==> src/rtl/spr_pkg.sv <==
// ----------------------------------------------------------------------------
// spr_pkg
// Shared types and constants of the stream pattern replacer.
// ----------------------------------------------------------------------------
`default_nettype none

package spr_pkg;

    localparam int PATTERN_MAX     = 8;
    localparam int REPLACEMENT_MAX = 8;
    localparam int LEN_W           = 4;
    localparam int BYTES_W         = 64;
    localparam int REP_IDX_W       = 3;
    localparam int ADDR_W          = 5;
    localparam int DATA_W          = 64;

    typedef enum logic [1:0] {
        REG_PAT_LEN = 2'd0,
        REG_PAT     = 2'd1,
        REG_REP_LEN = 2'd2,
        REG_REP     = 2'd3
    } spr_reg_idx_t;

    typedef struct packed {
        logic [7:0] in_char;
        logic       in_last;
    } spr_in_t;

    typedef struct packed {
        logic [7:0] out_char;
        logic       out_end;
        logic       out_final;
    } spr_out_t;

    typedef struct packed {
        logic [LEN_W-1:0]   pat_len;
        logic [BYTES_W-1:0] pat;
        logic [LEN_W-1:0]   rep_len;
        logic [BYTES_W-1:0] rep;
        logic               fill_clr;
    } spr_cfg_t;

    typedef struct packed {
        logic [7:0] char_in;
        logic       shift;
    } spr_cell_ctl_t;

    function automatic logic [LEN_W-1:0] sat_len(input logic [LEN_W-1:0] v,
                                                 input logic [LEN_W-1:0] lim);
        sat_len = (v > lim) ? lim : v;
    endfunction

endpackage

`default_nettype wire

==> src/rtl/spr_cell.sv <==
// ----------------------------------------------------------------------------
// spr_cell
// One window byte: load, shift from the right neighbor, compare to pattern.
// ----------------------------------------------------------------------------
`default_nettype none

module spr_cell
    import spr_pkg::*;
(
    input  wire logic          clk,
    input  wire spr_cell_ctl_t ctl,
    input  wire logic          load,
    input  wire logic [7:0]    right_char,
    input  wire logic [7:0]    pat_char,
    output logic [7:0]         cur_char,
    output logic               eq
);

    logic [7:0] char_reg;
    logic [7:0] char_next;

    assign cur_char  = load ? ctl.char_in : char_reg;
    assign eq        = (cur_char == pat_char);
    assign char_next = ctl.shift ? right_char : cur_char;

    always_ff @(posedge clk)
    begin
        char_reg <= char_next;
    end

endmodule

`default_nettype wire

==> src/rtl/spr_cfg_regs.sv <==
// ----------------------------------------------------------------------------
// spr_cfg_regs
// APB register file: pattern and replacement lengths and bytes.
// ----------------------------------------------------------------------------
`default_nettype none

module spr_cfg_regs
    import spr_pkg::*;
(
    input  wire logic              clk,
    input  wire logic              rst_n,
    input  wire logic              psel,
    input  wire logic              penable,
    input  wire logic              pwrite,
    input  wire logic [ADDR_W-1:0] paddr,
    input  wire logic [DATA_W-1:0] pwdata,
    output logic [DATA_W-1:0]      prdata,
    output logic                   pready,
    output spr_cfg_t               cfg
);

    logic [LEN_W-1:0]   pat_len_reg, pat_len_next;
    logic [BYTES_W-1:0] pat_reg, pat_next;
    logic [LEN_W-1:0]   rep_len_reg, rep_len_next;
    logic [BYTES_W-1:0] rep_reg, rep_next;
    logic               len_wr;
    logic               wr;
    spr_reg_idx_t       idx;

    assign pready = 1'b1;
    assign wr     = psel && penable && pwrite;
    assign idx    = spr_reg_idx_t'(paddr[ADDR_W-1:3]);

    always_comb
    begin
        pat_len_next = pat_len_reg;
        pat_next     = pat_reg;
        rep_len_next = rep_len_reg;
        rep_next     = rep_reg;
        len_wr       = 1'b0;
        if (wr)
        begin
            case (idx)
                REG_PAT_LEN:
                begin
                    pat_len_next = sat_len(pwdata[LEN_W-1:0], LEN_W'(PATTERN_MAX));
                    len_wr       = 1'b1;
                end
                REG_PAT:     pat_next     = pwdata;
                REG_REP_LEN: rep_len_next = sat_len(pwdata[LEN_W-1:0],
                                                    LEN_W'(REPLACEMENT_MAX));
                REG_REP:     rep_next     = pwdata;
                default:     len_wr       = 1'b0;
            endcase
        end
    end

    always_comb
    begin
        case (idx)
            REG_PAT_LEN: prdata = DATA_W'(pat_len_reg);
            REG_PAT:     prdata = pat_reg;
            REG_REP_LEN: prdata = DATA_W'(rep_len_reg);
            REG_REP:     prdata = rep_reg;
            default:     prdata = '0;
        endcase
    end

    always_ff @(posedge clk or negedge rst_n)
    begin
        if (!rst_n)
        begin
            pat_len_reg <= '0;
            pat_reg     <= '0;
            rep_len_reg <= '0;
            rep_reg     <= '0;
        end
        else
        begin
            pat_len_reg <= pat_len_next;
            pat_reg     <= pat_next;
            rep_len_reg <= rep_len_next;
            rep_reg     <= rep_next;
        end
    end

    assign cfg.pat_len  = pat_len_reg;
    assign cfg.pat      = pat_reg;
    assign cfg.rep_len  = rep_len_reg;
    assign cfg.rep      = rep_reg;
    assign cfg.fill_clr = len_wr;

endmodule

`default_nettype wire

==> src/rtl/stream_pattern_replacer_unit.sv <==
// ----------------------------------------------------------------------------
// stream_pattern_replacer_unit
// Streaming find-and-replace over a byte stream with a window of byte cells.
// ----------------------------------------------------------------------------
//  port group   dir  handshake               word
//  in_*         in   in_valid / in_ready     spr_in_t  {in_char, in_last}
//  out_*        out  out_valid / out_ready   spr_out_t {out_char, out_end, out_final}
//  p*           in   APB, pready tied high   64-bit registers at 8*i
//
//  A byte that passes through goes to the output register; one held goes into the window.
//  A match, a replaced byte under an empty pattern or a last byte is followed
//  by its result words from the single output register that emits
//  replacement, flush and end.
//  Reset clears control state and config registers; window bytes and the output word need no clear.
//  A stalled output holds the output register; input waits on it and on
//  pending replacement, flush and end words.
// ----------------------------------------------------------------------------
`default_nettype none

module stream_pattern_replacer_unit
    import spr_pkg::*;
(
    input  wire logic              clk,
    input  wire logic              rst_n,
    input  wire logic              in_valid,
    output logic                   in_ready,
    input  wire spr_in_t           in_data,
    output logic                   out_valid,
    input  wire logic              out_ready,
    output spr_out_t               out_data,
    input  wire logic              psel,
    input  wire logic              penable,
    input  wire logic              pwrite,
    input  wire logic [ADDR_W-1:0] paddr,
    input  wire logic [DATA_W-1:0] pwdata,
    output logic [DATA_W-1:0]      prdata,
    output logic                   pready
);

    spr_cfg_t      cfg;
    spr_cell_ctl_t ctl;
    logic [PATTERN_MAX-1:0] load;
    logic [PATTERN_MAX-1:0] eq;
    logic [7:0]             win [PATTERN_MAX];

    logic [LEN_W-1:0]     fill_reg, fill_next;
    logic [LEN_W-1:0]     rep_left_reg, rep_left_next;
    logic [REP_IDX_W-1:0] rep_idx_reg, rep_idx_next;
    logic [LEN_W-1:0]     flush_reg, flush_next;
    logic                 term_reg, term_next;
    logic                 out_valid_reg, out_valid_next;
    spr_out_t             out_reg, out_next;

    logic             can_load, busy, accept;
    logic [LEN_W-1:0] f1, fill_after;
    logic             match, full, hit, miss, sb;
    logic [7:0]       sb_char;

    spr_cfg_regs u_cfg (
        .clk     (clk),
        .rst_n   (rst_n),
        .psel    (psel),
        .penable (penable),
        .pwrite  (pwrite),
        .paddr   (paddr),
        .pwdata  (pwdata),
        .prdata  (prdata),
        .pready  (pready),
        .cfg     (cfg)
    );

    for (genvar g = 0; g < PATTERN_MAX; g++)
    begin : g_cell
        logic [7:0] right;
        if (g == PATTERN_MAX - 1)
        begin : g_end
            assign right = win[g];
        end
        else
        begin : g_mid
            assign right = win[g+1];
        end
        spr_cell u_cell (
            .clk        (clk),
            .ctl        (ctl),
            .load       (load[g]),
            .right_char (right),
            .pat_char   (cfg.pat[8*g +: 8]),
            .cur_char   (win[g]),
            .eq         (eq[g])
        );
    end

    assign can_load  = !out_valid_reg || out_ready;
    assign busy      = (rep_left_reg != '0) || (flush_reg != '0) || term_reg;
    assign in_ready  = !busy && can_load;
    assign accept    = in_valid && in_ready;
    assign out_valid = out_valid_reg;
    assign out_data  = out_reg;

    always_comb
    begin
        match = 1'b1;
        for (int i = 0; i < PATTERN_MAX; i++)
        begin
            if ((LEN_W'(i) < cfg.pat_len) && !eq[i])
            begin
                match = 1'b0;
            end
        end
    end

    always_comb
    begin
        f1      = fill_reg + 1'b1;
        full    = (cfg.pat_len != '0) && (f1 == cfg.pat_len);
        hit     = full && match;
        miss    = full && !match;
        sb      = ((cfg.pat_len == '0) && (cfg.rep_len == '0)) || miss;
        sb_char = (cfg.pat_len == '0) ? in_data.in_char : win[0];
        if (cfg.pat_len == '0)
            fill_after = fill_reg;
        else if (hit)
            fill_after = '0;
        else if (miss)
            fill_after = fill_reg;
        else
            fill_after = f1;

        ctl.char_in    = in_data.in_char;
        ctl.shift      = 1'b0;
        load           = '0;
        fill_next      = fill_reg;
        rep_left_next  = rep_left_reg;
        rep_idx_next   = rep_idx_reg;
        flush_next     = flush_reg;
        term_next      = term_reg;
        out_valid_next = out_valid_reg && !out_ready;
        out_next       = out_reg;

        if (accept)
        begin
            for (int i = 0; i < PATTERN_MAX; i++)
            begin
                load[i] = (cfg.pat_len != '0) && (fill_reg == LEN_W'(i));
            end
            ctl.shift     = miss;
            fill_next     = in_data.in_last ? '0 : fill_after;
            rep_left_next = (((cfg.pat_len == '0) && (cfg.rep_len != '0)) || hit)
                            ? cfg.rep_len : '0;
            rep_idx_next  = '0;
            flush_next    = in_data.in_last ? fill_after : '0;
            term_next     = in_data.in_last;
            if (sb)
            begin
                out_valid_next     = 1'b1;
                out_next.out_char  = sb_char;
                out_next.out_end   = 1'b0;
                out_next.out_final = !in_data.in_last;
            end
        end
        else if (busy && can_load)
        begin
            out_valid_next = 1'b1;
            if (rep_left_reg != '0)
            begin
                out_next.out_char  = cfg.rep[{rep_idx_reg, 3'b000} +: 8];
                out_next.out_end   = 1'b0;
                out_next.out_final = (rep_left_reg == LEN_W'(1)) &&
                                     (flush_reg == '0) && !term_reg;
                rep_left_next      = rep_left_reg - 1'b1;
                rep_idx_next       = rep_idx_reg + 1'b1;
            end
            else if (flush_reg != '0)
            begin
                out_next.out_char  = win[0];
                out_next.out_end   = 1'b0;
                out_next.out_final = (flush_reg == LEN_W'(1)) && !term_reg;
                ctl.shift          = 1'b1;
                flush_next         = flush_reg - 1'b1;
            end
            else
            begin
                out_next.out_char  = '0;
                out_next.out_end   = 1'b1;
                out_next.out_final = 1'b1;
                term_next          = 1'b0;
            end
        end

        if (cfg.fill_clr)
        begin
            fill_next = '0;
        end
    end

    always_ff @(posedge clk or negedge rst_n)
    begin
        if (!rst_n)
        begin
            fill_reg      <= '0;
            rep_left_reg  <= '0;
            rep_idx_reg   <= '0;
            flush_reg     <= '0;
            term_reg      <= 1'b0;
            out_valid_reg <= 1'b0;
        end
        else
        begin
            fill_reg      <= fill_next;
            rep_left_reg  <= rep_left_next;
            rep_idx_reg   <= rep_idx_next;
            flush_reg     <= flush_next;
            term_reg      <= term_next;
            out_valid_reg <= out_valid_next;
        end
    end

    always_ff @(posedge clk)
    begin
        out_reg <= out_next;
    end

    a_fill_below_len: assert property (@(posedge clk) disable iff (!rst_n)
        (fill_reg == '0) || (fill_reg < cfg.pat_len))
        else $error("window fill reached pattern length");

    a_counts_bounded: assert property (@(posedge clk) disable iff (!rst_n)
        (rep_left_reg <= LEN_W'(REPLACEMENT_MAX)) && (flush_reg < LEN_W'(PATTERN_MAX)))
        else $error("pending work count out of range");

    a_end_is_final: assert property (@(posedge clk) disable iff (!rst_n)
        (out_valid && out_data.out_end) |-> out_data.out_final)
        else $error("end word not marked final");

    a_last_sets_term: assert property (@(posedge clk) disable iff (!rst_n)
        (in_valid && in_ready && in_data.in_last) |=> term_reg)
        else $error("last word did not schedule an end word");

endmodule

`default_nettype wire

==> config.mk <==
export PLATFORM = sky130hd
export DESIGN_NAME = stream_pattern_replacer_unit
export DESIGN_NICKNAME = d
export VERILOG_FILES = /design/src/rtl/spr_pkg.sv /design/src/rtl/spr_cell.sv /design/src/rtl/spr_cfg_regs.sv /design/src/rtl/stream_pattern_replacer_unit.sv
export SDC_FILE = /design/constraint.sdc
export NUM_CORES = 1
export LEC_CHECK = 0
export BUFFER_PORTS_ARGS = -buffer_cell sky130_fd_sc_hd__buf_2
export CAP_MARGIN = 20
export CELL_PAD_IN_SITES_DETAIL_PLACEMENT = 1
export CELL_PAD_IN_SITES_GLOBAL_PLACEMENT = 1
export CORE_ASPECT_RATIO = 0.9
export CORE_MARGIN = 1.5
export CORE_UTILIZATION = 49
export DETAILED_ROUTE_END_ITERATION = 8
export PLACE_DENSITY_LB_ADDON = 0.1
export RECOVER_POWER = 100
export REMOVE_ABC_BUFFERS = 1
export SETUP_SLACK_MARGIN = 0.15
export SLEW_MARGIN = 0
export SYNTH_ARGS = -nofsm -noshare
export SYNTH_HDL_FRONTEND = slang
export SYNTH_SLANG_ARGS = --single-unit
==> constraint.sdc <==
create_clock -name clk -period 15.12 [get_ports clk]
set_input_delay 3.024 -clock clk [delete_from_list [all_inputs] [get_ports clk]]
set_output_delay 3.024 -clock clk [all_outputs]
set_load 0.01 [all_outputs]
==> results.cfg, run 1 <==
[setup_path]
cpPeakStageDelay_ps = 2390
endpoint_kind = output port
critPathTopFamily = buffers and inverters
critical_path_class = primary input to output port
cp_slowest_cell = clkbuf_1
critPathLaunchType = primary input
path_common_cell = clkbuf_1
critPathArrivalTime_ps = 7910
worstPathCellList = clkbuf_1 > clkbuf_1 > mux4_2 > clkbuf_1
critPathRequiredTime_ps = 12100
crit_fanout = 45
critPathBufInv = 3

[worst_hold_path]
min_path_type = register to register

[clock_tree]
cts_tree = done
ctsHoldBuffers = 0
cts.sinks = 227
clkTransAtPathRegs_ps = 60
cts_made_buffers = 27
root_buffer = clkbuf_16
cts_resized = 0
post_cts_buffers = 0
clock_latency_ps = 540
cts_buffer_depth = 3
htree_num_levels = 1

[cells_and_area]
final_area_sq_mm = 0.0149
drive_above_1_share_pct = 18.8
final_util_pct = 56.6
area_growth_pct = 12.6
num-nets-final = 1508
instances_no_fill = 1781

[floorplanning]
start_util_pct = 50.3
core.rowCount = 56
die_h_um = 159
core-area_sq_mm = 0.0263
die_x_um = 176
io_pins = 162
die_area_sq_mm = 0.0279

[global_routing]
grt.busiest_layer = met2
use_met3_pct = 3.78
grt_use_met1_pct = 46.2
grt_pass1_vias = 11100
use_met2_pct = 49.5
grt_max_degree = 89
grt-ovfl-total = 0
track_usage_pct = 31.8
antenna_found_initial = 2
grt_pass1_wl_mm = 68.3

[run_status]
violations = max-capacitance violations, max-slew violations
status = finished with violations

[sta]
clock_skew_ps = 14.3
rsz0062_at_grt = no
fmax_mhz = 91.5
finalCriticalPeriod_ps = 10930
hold_viol = 0
final-setup-viol-count = 0
tightest_slew_ps = 5040
drv_slew = 468
max_slew_margin_pct = -236
fin_tns_setup_ps = 0
period_share_pct = 72.3

[yosys]
synth-edff-count = 10
yosysSeqAreaShare_pct = 41.0
avgSynthCellArea_sq_um = 10.2
synth_cell_types = 76
yosysWarnings = 0
synth_ff_type = dfrtp_1
postSynth.asyncResetShare_pct = 67.4
netlist_instances = 1297
ys_ff_latch = 227
netlist_area_sq_mm = 0.0132

[route]
drtIter0Drc = 955
viasPerCell = 6.20
antenna_left = 0
wl_per_cell_um = 24.9
via_count = 11000
drc = 0
wl_mm = 44.3
drtPass1Iterations = 5

[place]
dpl.cell_count = 1730
gp_congestion = 0.906
port_buffers = 157
hpwlAfterDp_mm = 30.9
dpl_cell_area_sq_mm = 0.0142

[power_and_ir_drop]
power_density_mw_per_mm2 = 161
finalPower_mw = 2.40
ir_worst_vdd_v = 0.000104
p_leak_nw = 6.37

[job]
cap_violations = 10
==> routing by layer <==
| metal | wire, um | part of all wire (%) |
|---|---|---|
| met1 | 20300 | 46 |
| met2 | 20100 | 45 |
| met3 | 2530 | 5.7 |
| met4 | 1310 | 3.0 |
| met5 | 0 | 0 |
==> worst register-to-register path, delay by kind of cell, from the launching register on <==
family,cells,cell delay [ps]
AOI/OAI and AO/OA,6,2290
DFF,1,370
buffers and inverters,5,3540
and+or+nand+nor,5,1530
adders and majority gates,1,240
==> cells by family after synthesis <==
logic type	synth area share, %
buf+inv	4.06
mux	19.5
other cells	0.0284
fa+ha+maj	1.04
flops	41.0
compound gates	13.6
simple gates	15.6
xor+xnor	5.17
==> worst paths after layout <==
check / from / to / slack (ps) / cells past startpoint
worst min register to register: g_cell[5].u_cell.char_reg[5] / g_cell[5].u_cell.char_reg[5] / 490 / 2
worst max-delay path: paddr[4] / prdata[1] / 4190 / 4
worst max register to register: rep_left_reg[0] / g_cell[3].u_cell.char_reg[4] / 7100 / 17
worst min-delay path: g_cell[5].u_cell.char_reg[5] / g_cell[5].u_cell.char_reg[5] / 490 / 2
min in group asynchronous: rst_n / u_cfg.pat_reg[19] / 4310 / 1
max in group asynchronous: rst_n / u_cfg.rep_reg[39] / 5690 / 2
==> metrics by stage <==
step	worst slack (ps)	hold slack [ps]
after global routing	3890	513
after floorplan	6250	454
after global placement	7120	468
after CTS	7250	490
after detailed placement	7050	482
final	4190	486
==> power by group <==
group / internal (mW) / total, mW / switching [mW]
clock: 0.371 / 0.635 / 0.264
combinational: 0.360 / 0.770 / 0.410
sequential: 0.781 / 0.990 / 0.210
==> final cells by class <==
class                      instances  area [sq um]
antenna                            1          2.50
clock buffer                      42           783
clock inverter                     7          57.6
fill                            3004         11400
inverter                          41           154
multi-input combinational        941          7240
sequential                       227          5410
tap                              348           435
timing repair buffer             174           778
==> placed cells by master, fill, tap and decap left out, types with 8 or more instances in the layout <==
| cell | n |
|---|---|
| dfrtp_1 | 153 |
| mux2_2 | 114 |
| clkbuf_1 | 99 |
| buf_2 | 79 |
| mux2i_1 | 78 |
| nor2b_1 | 70 |
| nand2_1 | 67 |
| a21oi_1 | 66 |
| dfxtp_1 | 64 |
| o21ai_0 | 61 |
| nor2_1 | 55 |
| inv_1 | 41 |
| nand3_1 | 39 |
| xnor2_1 | 39 |
| xor2_1 | 39 |
| nor3_1 | 29 |
| clkbuf_16 | 28 |
| nor3b_1 | 22 |
| a221o_1 | 22 |
| mux4_2 | 20 |
| nand2b_1 | 15 |
| and3_1 | 15 |
| o221ai_1 | 12 |
| o22ai_1 | 12 |
| a211o_1 | 11 |
| and3b_1 | 11 |
| ha_1 | 11 |
| edfxtp_1 | 10 |
| nor4_1 | 9 |
| a211oi_1 | 9 |
| a22oi_1 | 8 |
==> cell usage after synthesis (20+ instances only) <==
cell type    n  area share [%]
clkbuf_1    65             1.8
xor2_1      39             2.6
nor2_1      55             1.6
dfxtp_1     64             9.7
mux2i_1     78             5.9
nor2b_1     70             3.3
nor3b_1     22             1.3
o21ai_0     60             2.3
xnor2_1     39             2.6
inv_1       41             1.2
a221o_1     22             1.7
mux4_2      20             3.4
nand3_1     39             1.5
nor3_1      29             1.1
a21oi_1     66             2.5
mux2_2     119              10
nand2_1     67             1.9
dfrtp_1    153              29
(Power assumes the default switching activity.)
==> inputs of run 2 (changes only) <==
- ABC_AREA: unset -> 1
- CORE_UTILIZATION: 49 -> 38
- clock period: 15.12 -> 9.22 ns (I/O delays scaled with it)
==> run 2 against run 1 <==
Compared with the run above: the flow finishes with violations (design-rule violations, max-capacitance violations, max-slew violations); synthesized area is 5.4% lower; via count grew 13%; setup slack got worse by 2400 ps; wire length increased by 7.4%; critical path type unchanged; largest power group is now combinational cells.
==> results.cfg, run 2 <==
[run_status]
status = finished with violations
violations = design-rule violations, max-capacitance violations, max-slew violations

[place]
hpwlAfterDp_mm = 33.3
place_ws_ps = 2690
gp_congestion = 0.866
port_buffers = 157

[sta]
timing.final.ws_setup_ps = 1740
final-setup-viol-count = 0
period_share_pct = 81.1
hold_slack_ps = 503
max_slew_margin_pct = -245
hold_viol = 0
fmax_mhz = 134
clock_skew_ps = 14.7
rsz0062_at_grt = no
tightest_slew_ps = 5180
finalCriticalPeriod_ps = 7480
fin_tns_setup_ps = 0
drv_slew = 459

[yosys]
yosysMostFrequentCell = nand2_1
synthTopCellsByArea = dfrtp_1, nand2_1, dfxtp_1
avgSynthCellArea_sq_um = 7.05
yosysTopAreaCell = dfrtp_1
postSynth.asyncResetShare_pct = 67.4
netlist_area_sq_mm = 0.0125
synth-edff-count = 10
synth_cell_types = 46
synthTopCellsByCount = nand2_1, inv_1, o21ai_0, dfrtp_1, nand3_1
synth_top_area_share_pct = 30.7
synth_ff_type = dfrtp_1
yosysSeqAreaShare_pct = 43.3
netlist_instances = 1770
ys_ff_latch = 227
yosysWarnings = 0

[cells_and_area]
layout_common_cells = nand2_1, inv_1, o21ai_0
num-nets-final = 1981
final_util_pct = 44.5
n_fill_cell = 4221
multiInputGateArea_sq_mm = 0.00566
diodes = 0
drive_above_1_share_pct = 8.18
layout_commonest_cell = nand2_1
area_growth_pct = 14.5
final-seq-area_sq_mm = 0.00541

[setup_path]
path_common_cell = clkbuf_1
crit_fanout = 42
cp_slowest_cell = clkbuf_1
critPathLaunchType = primary input
critical_path_class = primary input to output port
worstPathCellList = clkbuf_1 > nand2_1 > clkbuf_1 > o21ai_0 > a21oi_1 > o21ai_0 > clkbuf_1
critPathRequiredTime_ps = 7380
r2r_cells = 24
critPathArrivalTime_ps = 5630
critPathTopFamily = buffers and inverters
critPathBufInv = 3
endpoint_kind = output port
cpPeakStageDelay_ps = 1940
cp_num_cells = 7

[clock_tree]
cts_resized = 0
cts_made_buffers = 27
post_cts_buffers = 0
cts.sinks = 227
clkTransAtPathRegs_ps = 60
cts_buffer_depth = 3
root_buffer = clkbuf_16
cts_tree = done
ctsHoldBuffers = 0
htree_num_levels = 1
clock_latency_ps = 560

[floorplanning]
die_h_um = 175
die_x_um = 194
core-area_sq_mm = 0.0321
io_pins = 162
core.rowCount = 62
start_util_pct = 38.9
die_area_sq_mm = 0.0340

[power_and_ir_drop]
finalPower_mw = 4.29
p_leak_nw = 7.06
power_density_mw_per_mm2 = 300
ir_worst_vdd_v = 0.000142

[route]
drtIter0Drc = 816
antenna_left = 0
drc = 9
viasPerCell = 5.36
wl_mm = 47.6
drtPass1Iterations = 7
via_count = 12400
wl_per_cell_um = 20.5

[global_routing]
track_usage_pct = 28.0
antenna_found_initial = 0
grt_max_degree = 101
grt-ovfl-total = 0
grt_pass1_vias = 12500
grt_pass1_wl_mm = 73.0

[job]
cap_violations = 8

[worst_hold_path]
min_path_type = register to register
worstHoldPathCells = 2
==> run 2: cell count changes after synthesis, sizes merged, moves of 70 or more <==
cell	previous run	this run
o21ai	63	241
inv	41	247
nand3	39	121
mux2	119	0
nor2b	70	0
nand2	67	591
mux2i	78	0
==> run 2: cells by family (layout without fill, tap and decap cells) <==
kind of cell / Yosys count / after routing / synth area share [%]
AO/OA/AOI/OAI: 383 / 383 / 17.0
buffers and inverters: 330 / 466 / 10.8
other: 1 / 1 / 0.0300
flip-flops: 227 / 227 / 43.3
adder cells (fa/ha/maj): 11 / 11 / 1.10
XOR/XNOR: 13 / 13 / 0.912
AND/OR/NAND/NOR: 805 / 805 / 26.8
==> run 2: power breakdown <==
part | total, mW | switching, mW | internal (mW)
logic | 1.56 | 1.09 | 0.477
registers | 1.49 | 0.166 | 1.32
clock network | 1.24 | 0.464 | 0.778
==> run 2: layout make-up <==
| class | instances | area share (%) |
|---|---|---|
| Multi-Input combinational cell | 1213 | 39.6 |
| Sequential cell | 227 | 37.8 |
| Timing Repair Buffer | 167 | 5.25 |
| Tap cell | 416 | 3.64 |
| Inverter | 249 | 6.54 |
| Clock inverter | 18 | 2.12 |
| Clock buffer | 32 | 5.00 |
==> run 2: worst reg2reg max path, stage by stage, from the launching register on <==
cell and delay [ps]:
dfrtp_1 410, inv_1 130, ha_1 210, nand2_2 230, nor2_8 210, nand3_4 80, nor2_1 1410, nand2_1 840
nand2_1 280, nand2_1 140, nand2_1 90, nand2_1 50, nor2_1 130, nand2_1 70, nor2_1 200, nand2_1 80
nor2_1 150, nand3_1 110, nand2_1 90, nand2_1 50, nand2_1 170, nand2_1 90, nand2_2 70, inv_1 700
o21ai_0 560
==> run 2: path summary, 6_finish.rpt <==
kind,from,to,slack (ps)
hold / removal,g_cell[2].u_cell.char_reg[4],g_cell[2].u_cell.char_reg[4],500
max in group asynchronous,rst_n,rep_idx_reg[0],2780
setup / recovery,paddr[4],prdata[1],1740
min in group asynchronous,rst_n,u_cfg.rep_reg[20],3180
hold reg to reg,g_cell[2].u_cell.char_reg[4],g_cell[2].u_cell.char_reg[4],500
setup reg to reg,rep_left_reg[0],g_cell[0].u_cell.char_reg[1],2550
==> run 2: per-stage QoR <==
stage / cell area, sq um / cells
floorplan: 12100 / 1689
finish: 14300 / 2322
CTS: 14500 / 2322
detailed placement: 13500 / 2272
global placement: 13500 / 2272
global route: 14300 / 2322
==> run 2: layer usage <==
layer	vias up	global-route usage (%)	routed length (um)
met5	-	0	0
met4	0	11.0	1990
met3	98	3.94	2780
met2	360	45.0	21300
met1	6061	38.3	21500
li1	5923	-	-
